[config.mk]
export PLATFORM = sky130hd
export DESIGN_NAME = printable_string_extractor
export DESIGN_NICKNAME = d
export VERILOG_FILES = /design/src/rtl/pse_pkg.sv /design/src/rtl/pse_ctrl.sv /design/src/rtl/pse_dp.sv /design/src/rtl/printable_string_extractor.sv
export SDC_FILE = /design/constraint.sdc
export NUM_CORES = 1
export LEC_CHECK = 0
export ABC_AREA = 1
export ABC_CLOCK_PERIOD_IN_PS = 4000
export BUFFER_PORTS_ARGS = -buffer_cell sky130_fd_sc_hd__buf_4
export CAP_MARGIN = 20
export CORE_UTILIZATION = 50
export DETAILED_ROUTE_END_ITERATION = 8
export PLACE_DENSITY_LB_ADDON = 0.05
export SYNTH_ARGS = -nofsm -noshare
export SYNTH_HDL_FRONTEND = slang
export SYNTH_SLANG_ARGS = --single-unit
[constraint.sdc]
create_clock -name clk -period 4 [get_ports clk]
set_input_delay 0.8 -clock clk [delete_from_list [all_inputs] [get_ports clk]]
set_output_delay 0.8 -clock clk [all_outputs]
set_load 0.1 [all_outputs]
[src/rtl/pse_pkg.sv]
`default_nettype none
package pse_pkg;

  // run counter width, holds counts up to the largest run limit
  localparam int COUNT_W = 7;

  // graphic character bounds
  localparam logic [7:0] GRAPH_LO = 8'h21;
  localparam logic [7:0] GRAPH_HI = 8'h7E;

  // register map, index bit taken from paddr[2]
  localparam logic IDX_MIN_LENGTH = 1'b0;
  localparam logic [5:0] MIN_LENGTH_RESET = 6'd5;

  // controller to datapath commands
  typedef struct packed {
    logic load;         // latch input word
    logic close;        // clear run count and reporting flag
    logic emit_end;     // send end marker
    logic emit_char;    // send current byte, count it
    logic hold;         // store current byte in hold buffer, count it
    logic start_burst;  // mark run as reporting, rewind burst index
    logic fetch;        // read hold buffer at burst index
    logic emit_held;    // send fetched byte, advance burst index
    logic pos_inc;      // advance byte offset
  } cmd_t;

  // datapath to controller status
  typedef struct packed {
    logic graphic;
    logic cut;
    logic reporting;
    logic reach_min;
    logic burst_last;
    logic out_free;
    logic last;
  } sts_t;

endpackage
`default_nettype wire

[src/rtl/pse_ctrl.sv]
`default_nettype none
module pse_ctrl (
  input  wire logic          clk,
  input  wire logic          rst,
  input  wire logic          in_valid,
  output logic               in_ready,
  input  wire pse_pkg::sts_t sts,
  output pse_pkg::cmd_t      cmd
);
  import pse_pkg::*;

  typedef enum logic [2:0] {
    S_IDLE,
    S_CUT,
    S_CHAR,
    S_FETCH,
    S_BURST,
    S_LAST
  } state_t;

  state_t state;
  state_t state_next;

  // state register
  always_ff @(posedge clk) begin
    if (rst) begin
      state <= S_IDLE;
    end else begin
      state <= state_next;
    end
  end

  assign in_ready = (state == S_IDLE);

  // command decode and next state
  always_comb begin
    cmd        = '0;
    state_next = state;
    unique case (state)
      S_IDLE: begin
        if (in_valid) begin
          cmd.load   = 1'b1;
          state_next = S_CUT;
        end
      end
      // full chunk: close it before the new character
      S_CUT: begin
        if (sts.graphic && sts.cut) begin
          if (!sts.reporting) begin
            cmd.close  = 1'b1;
            state_next = S_CHAR;
          end else if (sts.out_free) begin
            cmd.emit_end = 1'b1;
            cmd.close    = 1'b1;
            state_next   = S_CHAR;
          end
        end else begin
          state_next = S_CHAR;
        end
      end
      S_CHAR: begin
        if (sts.graphic) begin
          if (sts.reporting) begin
            if (sts.out_free) begin
              cmd.emit_char = 1'b1;
              state_next    = S_LAST;
            end
          end else begin
            cmd.hold = 1'b1;
            if (sts.reach_min) begin
              cmd.start_burst = 1'b1;
              state_next      = S_FETCH;
            end else begin
              state_next = S_LAST;
            end
          end
        end else if (!sts.reporting) begin
          cmd.close  = 1'b1;
          state_next = S_LAST;
        end else if (sts.out_free) begin
          cmd.emit_end = 1'b1;
          cmd.close    = 1'b1;
          state_next   = S_LAST;
        end
      end
      S_FETCH: begin
        cmd.fetch  = 1'b1;
        state_next = S_BURST;
      end
      // send held characters once the minimum is met
      S_BURST: begin
        if (sts.out_free) begin
          cmd.emit_held = 1'b1;
          state_next    = sts.burst_last ? S_LAST : S_FETCH;
        end
      end
      // advance the byte offset; stream end also closes the open run
      S_LAST: begin
        if (!sts.last) begin
          cmd.pos_inc = 1'b1;
          state_next  = S_IDLE;
        end else if (!sts.reporting) begin
          cmd.close   = 1'b1;
          cmd.pos_inc = 1'b1;
          state_next  = S_IDLE;
        end else if (sts.out_free) begin
          cmd.emit_end = 1'b1;
          cmd.close    = 1'b1;
          cmd.pos_inc  = 1'b1;
          state_next   = S_IDLE;
        end
      end
      default: begin
        state_next = S_IDLE;
      end
    endcase
  end

endmodule
`default_nettype wire

[src/rtl/pse_dp.sv]
`default_nettype none
module pse_dp #(
  parameter int RUN_LIMIT  = 99,
  parameter int HOLD_DEPTH = 32
) (
  input  wire logic          clk,
  input  wire logic          rst,
  input  wire pse_pkg::cmd_t cmd,
  output pse_pkg::sts_t      sts,
  input  wire logic [7:0]    in_byte,
  input  wire logic          in_last,
  input  wire logic          cfg_we,
  input  wire logic [5:0]    cfg_min,
  output logic [5:0]         min_length,
  output logic               out_valid,
  input  wire logic          out_ready,
  output logic [39:0]        out_data,
  output logic               out_user,
  output logic               out_last
);
  import pse_pkg::*;

  localparam int AW = $clog2(HOLD_DEPTH);
  localparam logic [COUNT_W-1:0] RunLim = COUNT_W'(RUN_LIMIT);
  localparam logic [COUNT_W-1:0] HoldD  = COUNT_W'(HOLD_DEPTH);
  localparam int MinRstA = (MIN_LENGTH_RESET > HOLD_DEPTH) ? HOLD_DEPTH : MIN_LENGTH_RESET;
  localparam int MinRstB = (MinRstA > RUN_LIMIT) ? RUN_LIMIT : MinRstA;
  localparam logic [COUNT_W-1:0] MinRst = COUNT_W'(MinRstB);

  logic [7:0]         byte_q;
  logic               last_q;
  logic [COUNT_W-1:0] run_count;
  logic [31:0]        run_start;
  logic [31:0]        byte_position;
  logic               reporting;
  logic [COUNT_W-1:0] eff_min;
  logic [COUNT_W-1:0] eff_min_next;
  logic [AW-1:0]      burst_idx;
  logic [7:0]         rd_data;
  logic [7:0]         held [HOLD_DEPTH];

  // clamp a written minimum into the usable range
  always_comb begin
    eff_min_next = {1'b0, cfg_min};
    if (eff_min_next == '0) begin
      eff_min_next = COUNT_W'(1);
    end
    if (eff_min_next > HoldD) begin
      eff_min_next = HoldD;
    end
    if (eff_min_next > RunLim) begin
      eff_min_next = RunLim;
    end
  end

  // configuration register
  always_ff @(posedge clk) begin
    if (rst) begin
      min_length <= MIN_LENGTH_RESET;
      eff_min    <= MinRst;
    end else if (cfg_we) begin
      min_length <= cfg_min;
      eff_min    <= eff_min_next;
    end
  end

  // input word latch
  always_ff @(posedge clk) begin
    if (cmd.load) begin
      byte_q <= in_byte;
      last_q <= in_last;
    end
  end

  // run state
  always_ff @(posedge clk) begin
    if (rst) begin
      run_count     <= '0;
      run_start     <= '0;
      byte_position <= '0;
      reporting     <= 1'b0;
      burst_idx     <= '0;
    end else begin
      if (cmd.close) begin
        run_count <= '0;
        reporting <= 1'b0;
      end else if (cmd.hold || cmd.emit_char) begin
        run_count <= run_count + COUNT_W'(1);
      end
      if (cmd.hold && run_count == '0) begin
        run_start <= byte_position;
      end
      if (cmd.start_burst) begin
        reporting <= 1'b1;
        burst_idx <= '0;
      end else if (cmd.emit_held) begin
        burst_idx <= burst_idx + AW'(1);
      end
      if (cmd.pos_inc) begin
        byte_position <= byte_position + 32'd1;
      end
    end
  end

  // hold buffer
  always_ff @(posedge clk) begin
    if (cmd.hold) begin
      held[run_count[AW-1:0]] <= byte_q;
    end
    if (cmd.fetch) begin
      rd_data <= held[burst_idx];
    end
  end

  // output register
  always_ff @(posedge clk) begin
    if (rst) begin
      out_valid <= 1'b0;
    end else if (cmd.emit_end || cmd.emit_char || cmd.emit_held) begin
      out_valid <= 1'b1;
    end else if (out_ready) begin
      out_valid <= 1'b0;
    end
  end

  always_ff @(posedge clk) begin
    if (cmd.emit_end) begin
      out_data <= {8'h00, run_start};
      out_user <= 1'b0;
      out_last <= 1'b1;
    end else if (cmd.emit_char) begin
      out_data <= {byte_q, run_start};
      out_user <= 1'b1;
      out_last <= 1'b0;
    end else if (cmd.emit_held) begin
      out_data <= {rd_data, run_start};
      out_user <= 1'b1;
      out_last <= 1'b0;
    end
  end

  // status to controller
  assign sts.graphic    = (byte_q >= GRAPH_LO) && (byte_q <= GRAPH_HI);
  assign sts.cut        = (run_count >= RunLim);
  assign sts.reporting  = reporting;
  assign sts.reach_min  = ((run_count + COUNT_W'(1)) >= eff_min);
  assign sts.burst_last = ({{(COUNT_W - AW){1'b0}}, burst_idx} == (run_count - COUNT_W'(1)));
  assign sts.out_free   = !out_valid || out_ready;
  assign sts.last       = last_q;

endmodule
`default_nettype wire

[src/rtl/printable_string_extractor.sv]
`default_nettype none
// channel   dir  fields (low bit up)
// s_*       in   tdata: data_byte[7:0]; tlast: stream_end
// m_*       out  tdata: start_offset[31:0], char_out[39:32]; tuser: char_valid;
//                tlast: string_end
// apb       in   0x0: min_length[5:0]
//
// one byte at a time, in steps accept, chunk cut, char and close,
// plus a fetch and a send step per held character when the minimum is reached,
// since the hold buffer has one registered read port.
// a stalled output register holds the controller in its emit state.
// rst is synchronous, active high; no clearing pass is needed.
module printable_string_extractor #(
  parameter int RUN_LIMIT  = 99,
  parameter int HOLD_DEPTH = 32
) (
  input  wire logic        clk,
  input  wire logic        rst,
  input  wire logic        s_tvalid,
  output logic             s_tready,
  input  wire logic [7:0]  s_tdata,   // data_byte
  input  wire logic        s_tlast,   // stream_end
  output logic             m_tvalid,
  input  wire logic        m_tready,
  output logic [39:0]      m_tdata,   // start_offset[31:0], char_out[39:32]
  output logic             m_tuser,   // char_valid
  output logic             m_tlast,   // string_end
  input  wire logic        psel,
  input  wire logic        penable,
  input  wire logic        pwrite,
  input  wire logic [2:0]  paddr,
  input  wire logic [31:0] pwdata,
  output logic [31:0]      prdata,
  output logic             pready
);
  import pse_pkg::*;

  cmd_t       cmd;
  sts_t       sts;
  logic       cfg_we;
  logic [5:0] min_length;

  // register decode
  assign pready = 1'b1;
  assign cfg_we = psel && penable && pwrite && (paddr[2] == IDX_MIN_LENGTH);
  assign prdata = (paddr[2] == IDX_MIN_LENGTH) ? {26'd0, min_length} : 32'd0;

  pse_ctrl u_ctrl (
    .clk      (clk),
    .rst      (rst),
    .in_valid (s_tvalid),
    .in_ready (s_tready),
    .sts      (sts),
    .cmd      (cmd)
  );

  pse_dp #(
    .RUN_LIMIT  (RUN_LIMIT),
    .HOLD_DEPTH (HOLD_DEPTH)
  ) u_dp (
    .clk        (clk),
    .rst        (rst),
    .cmd        (cmd),
    .sts        (sts),
    .in_byte    (s_tdata),
    .in_last    (s_tlast),
    .cfg_we     (cfg_we),
    .cfg_min    (pwdata[5:0]),
    .min_length (min_length),
    .out_valid  (m_tvalid),
    .out_ready  (m_tready),
    .out_data   (m_tdata),
    .out_user   (m_tuser),
    .out_last   (m_tlast)
  );

endmodule
`default_nettype wire

==> results of run 1 <==
## sequential cells by signal (all words and copies together), names as in the netlist, 3 cells and up
name and count:
u_dp.out_data 40, u_ctrl.state 3, u_dp.burst_idx 5, u_dp.byte_position 32, u_dp.rd_data 8, u_dp.held 256
u_dp.byte_q 8, u_dp.eff_min 6, u_dp.min_length 6, u_dp.run_count 7, u_dp.run_start 32
## cell type report
| cell class | count | area [um^2] | area share, % |
|---|---|---|---|
| Sequential cell | 408 | 11200 | 58.7 |
| Multi-Input combinational cell | 968 | 4740 | 24.8 |
| Clock buffer | 55 | 1170 | 6.13 |
| Timing Repair Buffer | 95 | 717 | 3.75 |
| Tap cell | 442 | 553 | 2.89 |
| Inverter | 134 | 505 | 2.64 |
| Clock inverter | 17 | 211 | 1.11 |
## worst register-to-register path: cells and delay by family (launching register included)
kind | cells | cell delay [ns]
buf+inv | 2 | 0.29
flops | 1 | 0.71
simple gates | 8 | 1.87
## layer usage
layer,up-vias,share of wire [%],GRT usage (%)
li1,5618,-,-
met3,64,6.1,4.38
met2,315,47,38.3
met5,-,0,0
met1,5532,44,32.5
met4,0,2.5,6.95
## power by group through the flow
| stage | Sequential, mW | Combinational (mW) | Clock, mW |
|---|---|---|---|
| finish | 4.76 | 1.10 | 3.92 |
| detailed placement | 4.85 | 1.10 | 0 |
| CTS | 4.76 | 1.11 | 3.99 |
| global route | 4.77 | 1.17 | 4.15 |
| floorplan | 5.26 | 0.422 | 0 |
| global placement | 4.85 | 1.10 | 0 |
## Yosys cell counts (all sizes together)
cell type,instances,area [um^2]
o22ai,43,269
o21a,1,7.51
o211ai,15,113
a21oi,86,430
xnor2,2,17.5
o31ai,1,7.51
o221ai,23,201
conb,2,7.51
ha,12,150
xor2,11,96.3
edfxtp,305,9160
nor4,5,46.3
dfxtp,103,2060
nor2,240,933
nor3,31,181
nor3b,1,7.51
nand3,43,220
nand3b,1,20.0
clkbuf,44,165
o21ai,202,1010
buf,55,354
inv,132,495
a31oi,1,6.26
and3,1,6.26
nand2,197,747
or2,2,12.5
nand4,23,150
clkinv,2,8.75
## worst min-delay path by stage
stage	start	to	slack [ns]	depth (start not counted)
6_report	u_dp.run_start[30]$_SDFFE_PP0P_	u_dp.out_data[30]$_DFFE_PP_	0.42	0
5_1_grt	s_tdata[7]	u_dp.byte_q[7]$_DFFE_PP_	0.43	1
4_1_cts	u_dp.run_start[30]$_SDFFE_PP0P_	u_dp.out_data[30]$_DFFE_PP_	0.42	0
3_5_place_dp	u_dp.run_start[16]$_SDFFE_PP0P_	u_dp.out_data[16]$_DFFE_PP_	0.41	0
3_3_place_gp	u_dp.run_start[1]$_SDFFE_PP0P_	u_dp.out_data[1]$_DFFE_PP_	0.41	0
2_1_floorplan	u_dp.run_start[0]$_SDFFE_PP0P_	u_dp.out_data[0]$_DFFE_PP_	0.40	0
## layout by cell type (no fill, tap or decap), types with 23 or more instances in the layout
master,n
a21oi_1,86
buf_4,94
clkbuf_16,43
conb_1,27
dfxtp_1,101
edfxtp_1,305
inv_1,125
nand2_1,194
nand3_1,42
nor2_1,233
nor3_1,27
o21ai_0,191
o221ai_1,23
o22ai_1,43
## cell families (layout without fill, tap and decap cells)
family	after synthesis	count (layout)	synth area share, %
buffers and inverters	233	301	6.06
adder cells (fa/ha/maj)	12	12	0.889
AND/OR/NAND/NOR	544	544	13.8
AO/OA/AOI/OAI	372	372	12.1
flip-flops	408	408	66.4
other	2	27	0.0445
XOR/XNOR	13	13	0.674
## through the flow
step                hold slack [ns]  area [um^2]
global route                  0.432        19100
floorplan                     0.403        17000
detailed placement            0.410        17700
finish                        0.420        19100
CTS                           0.425        19100
global placement              0.409        17700
==> results.cfg, run 1 <==
[sta]
post-route-min-period_ns = 3.26
max_freq_ghz = 0.306
hold_viol = 0
finalWorstSetupSlack_ns = 0.737
tightest_slew_ns = 0.960
tns_ns = 0
skew_ns = 0.0197
rsz0062_at_grt = false
setup_violations = 0
slew-limit-headroom_pct = 35.8
slew_viol_final = 0
fin_crit_sh_pct = 81.6

[critical_path]
slowest_delay_ns = 0.80
critPathKind = reg -> reg
crit_slowest_cell = nor2_1
r2r-start = u_dp.byte_q[5]$_DFFE_PP_
r2r_end = u_dp.held[5][2]$_DFFE_PP_
crit_path_end = u_dp.held[5][2]$_DFFE_PP_
path_delay_family = simple AND/OR/NAND/NOR gates
worst-path-max-fanout = 16
crit_path_start = u_dp.byte_q[5]$_DFFE_PP_
cp_data_required_time_ns = 4.14
crit_arrival_ns = 3.40
crit_buf_inv = 2
reg2reg_depth = 10
cp.depth = 10
rrSetupSlack_ns = 0.74
path_cells = inv_1 -> nor3_1 -> nand2_1 -> nand3_1 -> nand2_2 -> nor2_2 -> nand2_2 -> inv_1 -> nand2_1 -> nor2_1
cp-end-kind = register
startpoint_type = register

[logic_synthesis]
avgSynthCellArea_um2 = 10.7
syn_area_um2 = 16900
yosysSeqAreaShare_pct = 66.4
ys_seq_elements = 408
syn_inst = 1584
synth_cell_types = 42
ys_warn_count = 0

[power_and_ir_drop]
power_leakage_nw = 6.79
clockPowerShare_pct = 40.1
power.density_nw_per_um2 = 511
netSwitchingPower_mw = 2.52
p_sw_share_pct = 25.7
total_power_mw = 9.78
p_seq_share_pct = 48.7
p_comb_share_pct = 11.2
internal_power_mw = 7.26
ir_worst_vdd_v = 0.000446

[floorplan]
die_w_um = 186
core-area_um2 = 32900
rows = 66
start_util_pct = 51.4
die_height_um = 186
ios = 128
dieArea_um2 = 34500

[clock_network]
cts_tree = built
cts_setup_buffers = 0
numCtsBuffers = 41
cts-root-buf = clkbuf_16
cts_resized = 0
ctsHoldBuffers = 0
worstSkewPairLatency_ns = 0.53
clockBufferDepth = 3
path_clk_slew_ns = 0.06
cts_sinks = 408
ctsHtreeMaxLevel = 2

[layout]
antenna_cells = 0
fill_cells = 2819
areaGrowthSynthToFinish_pct = 13.2
drive_gt1_share_pct = 11.0
nets = 1711
final_core_util_pct = 58.2
instances_no_fill = 2119

[global_routing]
track_usage_pct = 23.7
overflow = 0
grt_pass1_vias = 11049
antenna_found_initial = 0
grt_max_degree = 81
grt_pass1_wl_um = 61800

[place]
place_hpwl_um = 25100
port_buffers = 72
placed_cells = 2047
dp_slack_ns = 0.768
place_congestion = 0.843

[route]
vias = 11529
drcViolationCount = 0
drt_wl_total_um = 39700
vias_per_cell = 5.44
drtAntennaViolNets = 0
drtIter0Drc = 791
drt_first_pass_iters = 5
wl_per_cell_um = 18.7

[worst_hold_path]
hold_class = reg -> reg

[run]
cap_viol_max_count = 0

[run_status]
outcome = complete, no violations
Note: power is estimated with default switching activity, not from simulation.
==> run 2: changes to the inputs <==
ABC_AREA = 0   (was 1)
ABC_CLOCK_PERIOD_IN_PS = 2930   (was 4000)
clock period = 2.93 ns   (was 4 ns; I/O delays follow)
==> results.cfg, run 2 <==
[run_status]
outcome = complete, no violations

[sta]
max_freq_ghz = 0.384
post-route-min-period_ns = 2.60
setup_violations = 0
skew_ns = 0.0106
fin_crit_sh_pct = 88.8
hold_viol = 0
slew-limit-headroom_pct = 44.9
holdWs_ns = 0.237
tightest_slew_ns = 0.824
slew_viol_final = 0
rsz0062_at_grt = false
tns_ns = 0

[route]
vias_per_cell = 5.52
drtAntennaViolNets = 0
wl_per_cell_um = 20.8
drcViolationCount = 0
drt_first_pass_iters = 5
vias = 9065
drt_wl_total_um = 34200
drtIter0Drc = 803

[floorplan]
start_util_pct = 50.7
rows = 66
die_w_um = 183
dieArea_um2 = 33600
core-area_um2 = 32500
die_height_um = 183
ios = 128

[global_routing]
grt_max_degree = 76
antenna_found_initial = 1
use_met1_pct = 32.4
grt_pass1_vias = 8811
overflow = 0
grt.busiest_layer = met1
use_met3_pct = 3.83
grt_pass1_wl_um = 52800
track_usage_pct = 21.1
grtUsageMet2_pct = 31.4

[clock_network]
cts_resized = 0
path_clk_slew_ns = 0.06
ctsHoldBuffers = 0
ctsHtreeMaxLevel = 2
cts_tree = built
worstSkewPairLatency_ns = 0.52
numCtsBuffers = 43
clockBufferDepth = 3
cts_setup_buffers = 0
cts-root-buf = clkbuf_16
cts_sinks = 408

[critical_path]
crit_path_start = u_dp.run_count[0]$_SDFFE_PP0P_
crit_path_end = u_dp.burst_idx[2]$_SDFFE_PP0P_
r2r-start = u_dp.run_count[0]$_SDFFE_PP0P_
worst_path_most_repeated_cell = ha_1
cp_data_required_time_ns = 3.34
rrSetupSlack_ns = 0.33
path_cells = buf_4 -> inv_1 -> ha_1 -> ha_1 -> nand2_1 -> o21ai_0 -> nand4_1 -> a311oi_1 -> or2_2 -> nor2_1
cp-end-kind = register
critPathKind = reg -> reg
path_delay_family = adder cells
worst-path-max-fanout = 7
reg2reg_depth = 10
crit_buf_inv = 2
crit_arrival_ns = 3.01
crit_slowest_cell = a311oi_1
cp.depth = 10
r2r_end = u_dp.burst_idx[2]$_SDFFE_PP0P_
slowest_delay_ns = 0.44
startpoint_type = register

[power_and_ir_drop]
power_leakage_nw = 6.37
power.density_nw_per_um2 = 698
ir_worst_vdd_v = 0.000520

[logic_synthesis]
yosys.cell_count.top_type = edfxtp_1
synth_edf_count = 305
yosysSeqAreaShare_pct = 68.2
avgSynthCellArea_um2 = 15.6
ys_seq_elements = 408
synth_commonest_cells = edfxtp_1, nor2_1, dfxtp_1, mux4_2, nand2_1
yosys-top-cells-area = edfxtp_1, dfxtp_1, mux4_2
synth_cell_types = 62
netlist.area_leader.share_pct = 55.7
syn_area_um2 = 16400
syn_inst = 1054
async_flop_share_pct = 0
ys_warn_count = 0
yosys.area.top_type = edfxtp_1
yosys_most_used_dff = edfxtp_1

[layout]
drive_gt1_share_pct = 24.1
antenna_cells = 0
final_common_cell = edfxtp_1
fill_cells = 2512
areaGrowthSynthToFinish_pct = 15.9
final_cell_mix = edfxtp_1, nor2_1, buf_4
nets = 1232
largest_register_ffs = 256
instances_no_fill = 1643

[place]
place_congestion = 0.790
place_hpwl_um = 21900
placed_cells = 1565
port_buffers = 72

[run]
cap_viol_max_count = 0

[worst_hold_path]
hold_class = in -> reg
[run 2: cell count changes after synthesis, sizes merged, moves of 25 or more]
cell / delta
mux4: +80
a21oi: -62
nand2: -128
nand3: -25
inv: -118
nor2: -116
o21ai: -192
o22ai: -42
mux2i: +34
[run 2: worst min-delay path by stage]
stage	start	to	slack (ns)	cells past startpoint
3_5_place_dp	u_dp.run_start[4]$_SDFFE_PP0P_	u_dp.out_data[4]$_DFFE_PP_	0.41	0
6_report	s_tdata[2]	u_dp.byte_q[2]$_DFFE_PP_	0.24	1
2_1_floorplan	u_dp.run_start[0]$_SDFFE_PP0P_	u_dp.out_data[0]$_DFFE_PP_	0.41	0
5_1_grt	s_tdata[3]	u_dp.byte_q[3]$_DFFE_PP_	0.22	1
4_1_cts	s_tdata[2]	u_dp.byte_q[2]$_DFFE_PP_	0.21	1
3_3_place_gp	u_dp.run_start[7]$_SDFFE_PP0P_	u_dp.out_data[7]$_DFFE_PP_	0.42	0
[run 2: routing by layer]
metal / up-vias / part of all wire [%]
met5: - / 0
met4: 0 / 1.4
met3: 45 / 6.5
met2: 268 / 45
met1: 4585 / 47
li1: 4167 / -
[run 2: area by class of cell]
type | count | area [um^2] | area share (%)
Tap cell | 442 | 553 | 2.90
Clock inverter | 20 | 205 | 1.08
Clock buffer | 57 | 1190 | 6.24
Timing Repair Buffer | 123 | 1010 | 5.28
Multi-Input combinational cell | 579 | 4830 | 25.3
Inverter | 14 | 52.6 | 0.276
Sequential cell | 408 | 11200 | 58.9
[run 2: kinds of logic after synthesis]
| kind of cell | count (synthesis) | synth area share, % |
|---|---|---|
| flip-flops | 408 | 68.2 |
| AND/OR/NAND/NOR | 298 | 8.71 |
| multiplexers | 122 | 13.6 |
| buffers and inverters | 92 | 3.06 |
| AO/OA/AOI/OAI | 71 | 2.88 |
| XOR/XNOR | 49 | 2.61 |
| adder cells (fa/ha/maj) | 12 | 0.913 |
| other | 2 | 0.0457 |
[run 2: where the power goes]
| part | leakage, nW | switching [mW] | internal (mW) | total, mW |
|---|---|---|---|---|
| sequential | 3.59 | 0.0824 | 6.37 | 6.45 |
| combinational | 2.09 | 1.16 | 0.346 | 1.50 |
| clock | 0.681 | 2.14 | 3.20 | 5.34 |
| total | 6.37 | 3.38 | 9.92 | 13.3 |
[run 2: stage by stage]
step | setup slack, ns | util, % | power [mW] | cell area (um^2)
detailed placement | 0.269 | 54.4 | 8.09 | 17600
CTS | 0.209 | 58.7 | 13.4 | 19000
global route | 0.0458 | 58.7 | 13.7 | 19100
finish | 0.327 | 58.7 | 13.3 | 19100
global placement | 0.291 | 54.4 | 8.08 | 17600
floorplan | 0.100 | - | 7.72 | 16500
==> run 3: changes to the inputs <==
ABC_CLOCK_PERIOD_IN_PS = 2210   (was 2930)
CTS_CLUSTER_DIAMETER = 30   (was unset)
CTS_CLUSTER_SIZE = 28   (was unset)
clock period = 2.21 ns   (was 2.93 ns; I/O delays follow)
==> results.cfg, run 3 (synthesized netlist as in run 2, its figures left out) <==
[sta]
hold_viol = 0
slew-limit-headroom_pct = 60.4
max_freq_ghz = 0.430
slew_viol_final = 0
post-route-min-period_ns = 2.33
skew_ns = 0.0315
finalWorstSetupSlack_ns = -0.117
tightest_slew_ns = 0.593
tns_ns = -12.05
holdWs_ns = 0.0333
setup_violations = 237
rsz0062_at_grt = true
fin_crit_sh_pct = 105

[clock_network]
numCtsBuffers = 82
worstSkewPairLatency_ns = 0.58
ctsHtreeMaxLevel = 3
cts-root-buf = clkbuf_16
cts_sinks = 408
clockBufferDepth = 3
ctsHoldBuffers = 0
cts_tree = built
path_clk_slew_ns = 0.04

[run]
cap_viol_max_count = 0

[power_and_ir_drop]
ir_worst_vdd_v = 0.000614
power_leakage_nw = 7.54
power.density_nw_per_um2 = 1040
internal_power_mw = 17.1
clockPowerShare_pct = 52.5
p_sw_share_pct = 24.6
netSwitchingPower_mw = 5.59
p_seq_share_pct = 37.8
p_comb_share_pct = 9.7

[floorplan]
dieArea_um2 = 33600
die_w_um = 183
ios = 128
rows = 66
start_util_pct = 50.7
core-area_um2 = 32500
die_height_um = 183

[place]
placed_cells = 1633
place_congestion = 0.816
place_hpwl_um = 23500
port_buffers = 72
dp_slack_ns = -0.168

[global_routing]
overflow = 0
grt_pass1_wl_um = 56100
track_usage_pct = 22.4
grt_pass1_vias = 9733
antenna_found_initial = 0
grt_max_degree = 53

[route]
drt_wl_total_um = 36100
drtAntennaViolNets = 0
drt_first_pass_iters = 5
drtIter0Drc = 665
drcViolationCount = 0
wl_per_cell_um = 20.1
vias_per_cell = 5.37
vias = 9629

[layout]
final_common_cell = edfxtp_1
fill_cells = 2309
instances_no_fill = 1793
antenna_cells = 0
largest_register_ffs = 256
final_cell_mix = edfxtp_1, buf_4, dfxtp_1
drive_gt1_share_pct = 37.0
areaGrowthSynthToFinish_pct = 33.1
nets = 1349

[critical_path]
startpoint_type = register
worst-path-max-fanout = 7
cp-end-kind = register
critPathKind = reg -> reg
cp_data_required_time_ns = 2.54
crit_arrival_ns = 2.65

[run_status]
outcome = finished, violations left
violations = negative setup slack

[worst_hold_path]
hold_class = in -> reg
[run 3: final timing paths]
path	startpoint	end	slack, ns	cells after the start
setup / recovery	u_dp.burst_idx[0]$_SDFFE_PP0P_	u_dp.rd_data[1]$_DFFE_PN_	-0.12	5
hold / removal	s_tdata[0]	u_dp.byte_q[0]$_DFFE_PP_	0.03	1
setup reg to reg	u_dp.burst_idx[0]$_SDFFE_PP0P_	u_dp.rd_data[1]$_DFFE_PN_	-0.12	5
hold reg to reg	u_dp.run_start[0]$_SDFFE_PP0P_	u_dp.out_data[0]$_DFFE_PP_	0.42	0
[run 3: critical path: stages (launching register included)]
cell and delay, ns:
dfxtp_4 0.38, buf_12 0.17, buf_12 0.15, mux4_2 0.56, mux4_2 0.52, mux2_2 0.28
[run 3: metrics by stage]
| step | util, % | area [um^2] | power, mW |
|---|---|---|---|
| 5_1_grt | 67.5 | 21900 | 23.4 |
| 4_1_cts | 66.9 | 21700 | 22.9 |
| 2_1_floorplan | - | 17000 | 10.3 |
| 3_5_place_dp | 57.8 | 18800 | 10.8 |
| 3_3_place_gp | 57.8 | 18800 | 10.8 |
| 6_report | 67.5 | 21900 | 22.7 |
[run 3: layer usage]
layer	wire [um]	GRT usage [%]	vias to the layer above
met1	16500	31.3	4869
met4	690	7.90	0
met2	17200	34.8	258
li1	-	-	4447
met3	1770	4.79	55
met5	0	0	-
[run 3: area by class of cell]
| cell class | count | area (um^2) | share of cell area (%) |
|---|---|---|---|
| Tap cell | 442 | 553 | 2.53 |
| Clock inverter | 47 | 524 | 2.39 |
| Sequential cell | 408 | 11200 | 51.3 |
| Timing Repair Buffer | 200 | 2000 | 9.14 |
| Clock buffer | 102 | 2180 | 9.95 |
| Multi-Input combinational cell | 580 | 5350 | 24.4 |
| Inverter | 14 | 55.1 | 0.251 |
[run 3: power by group through the flow]
stage               Clock, mW  Sequential, mW  Combinational, mW
floorplan                   0            9.46              0.808
global placement            0            8.71               2.10
detailed placement          0            8.71               2.11
CTS                      12.1            8.57               2.19
global route             12.5            8.58               2.31
finish                   11.9            8.57               2.21
[run 3: timing repair]
action | CTS | global route
setup buffers | 7 | 16
endpoints found under the setup margin | 281 | 325
endpoints found under the hold margin | 0 | 0
gates cloned | 3 | 1
gates resized for setup | 36 | 29
pin swaps | 3 | 12
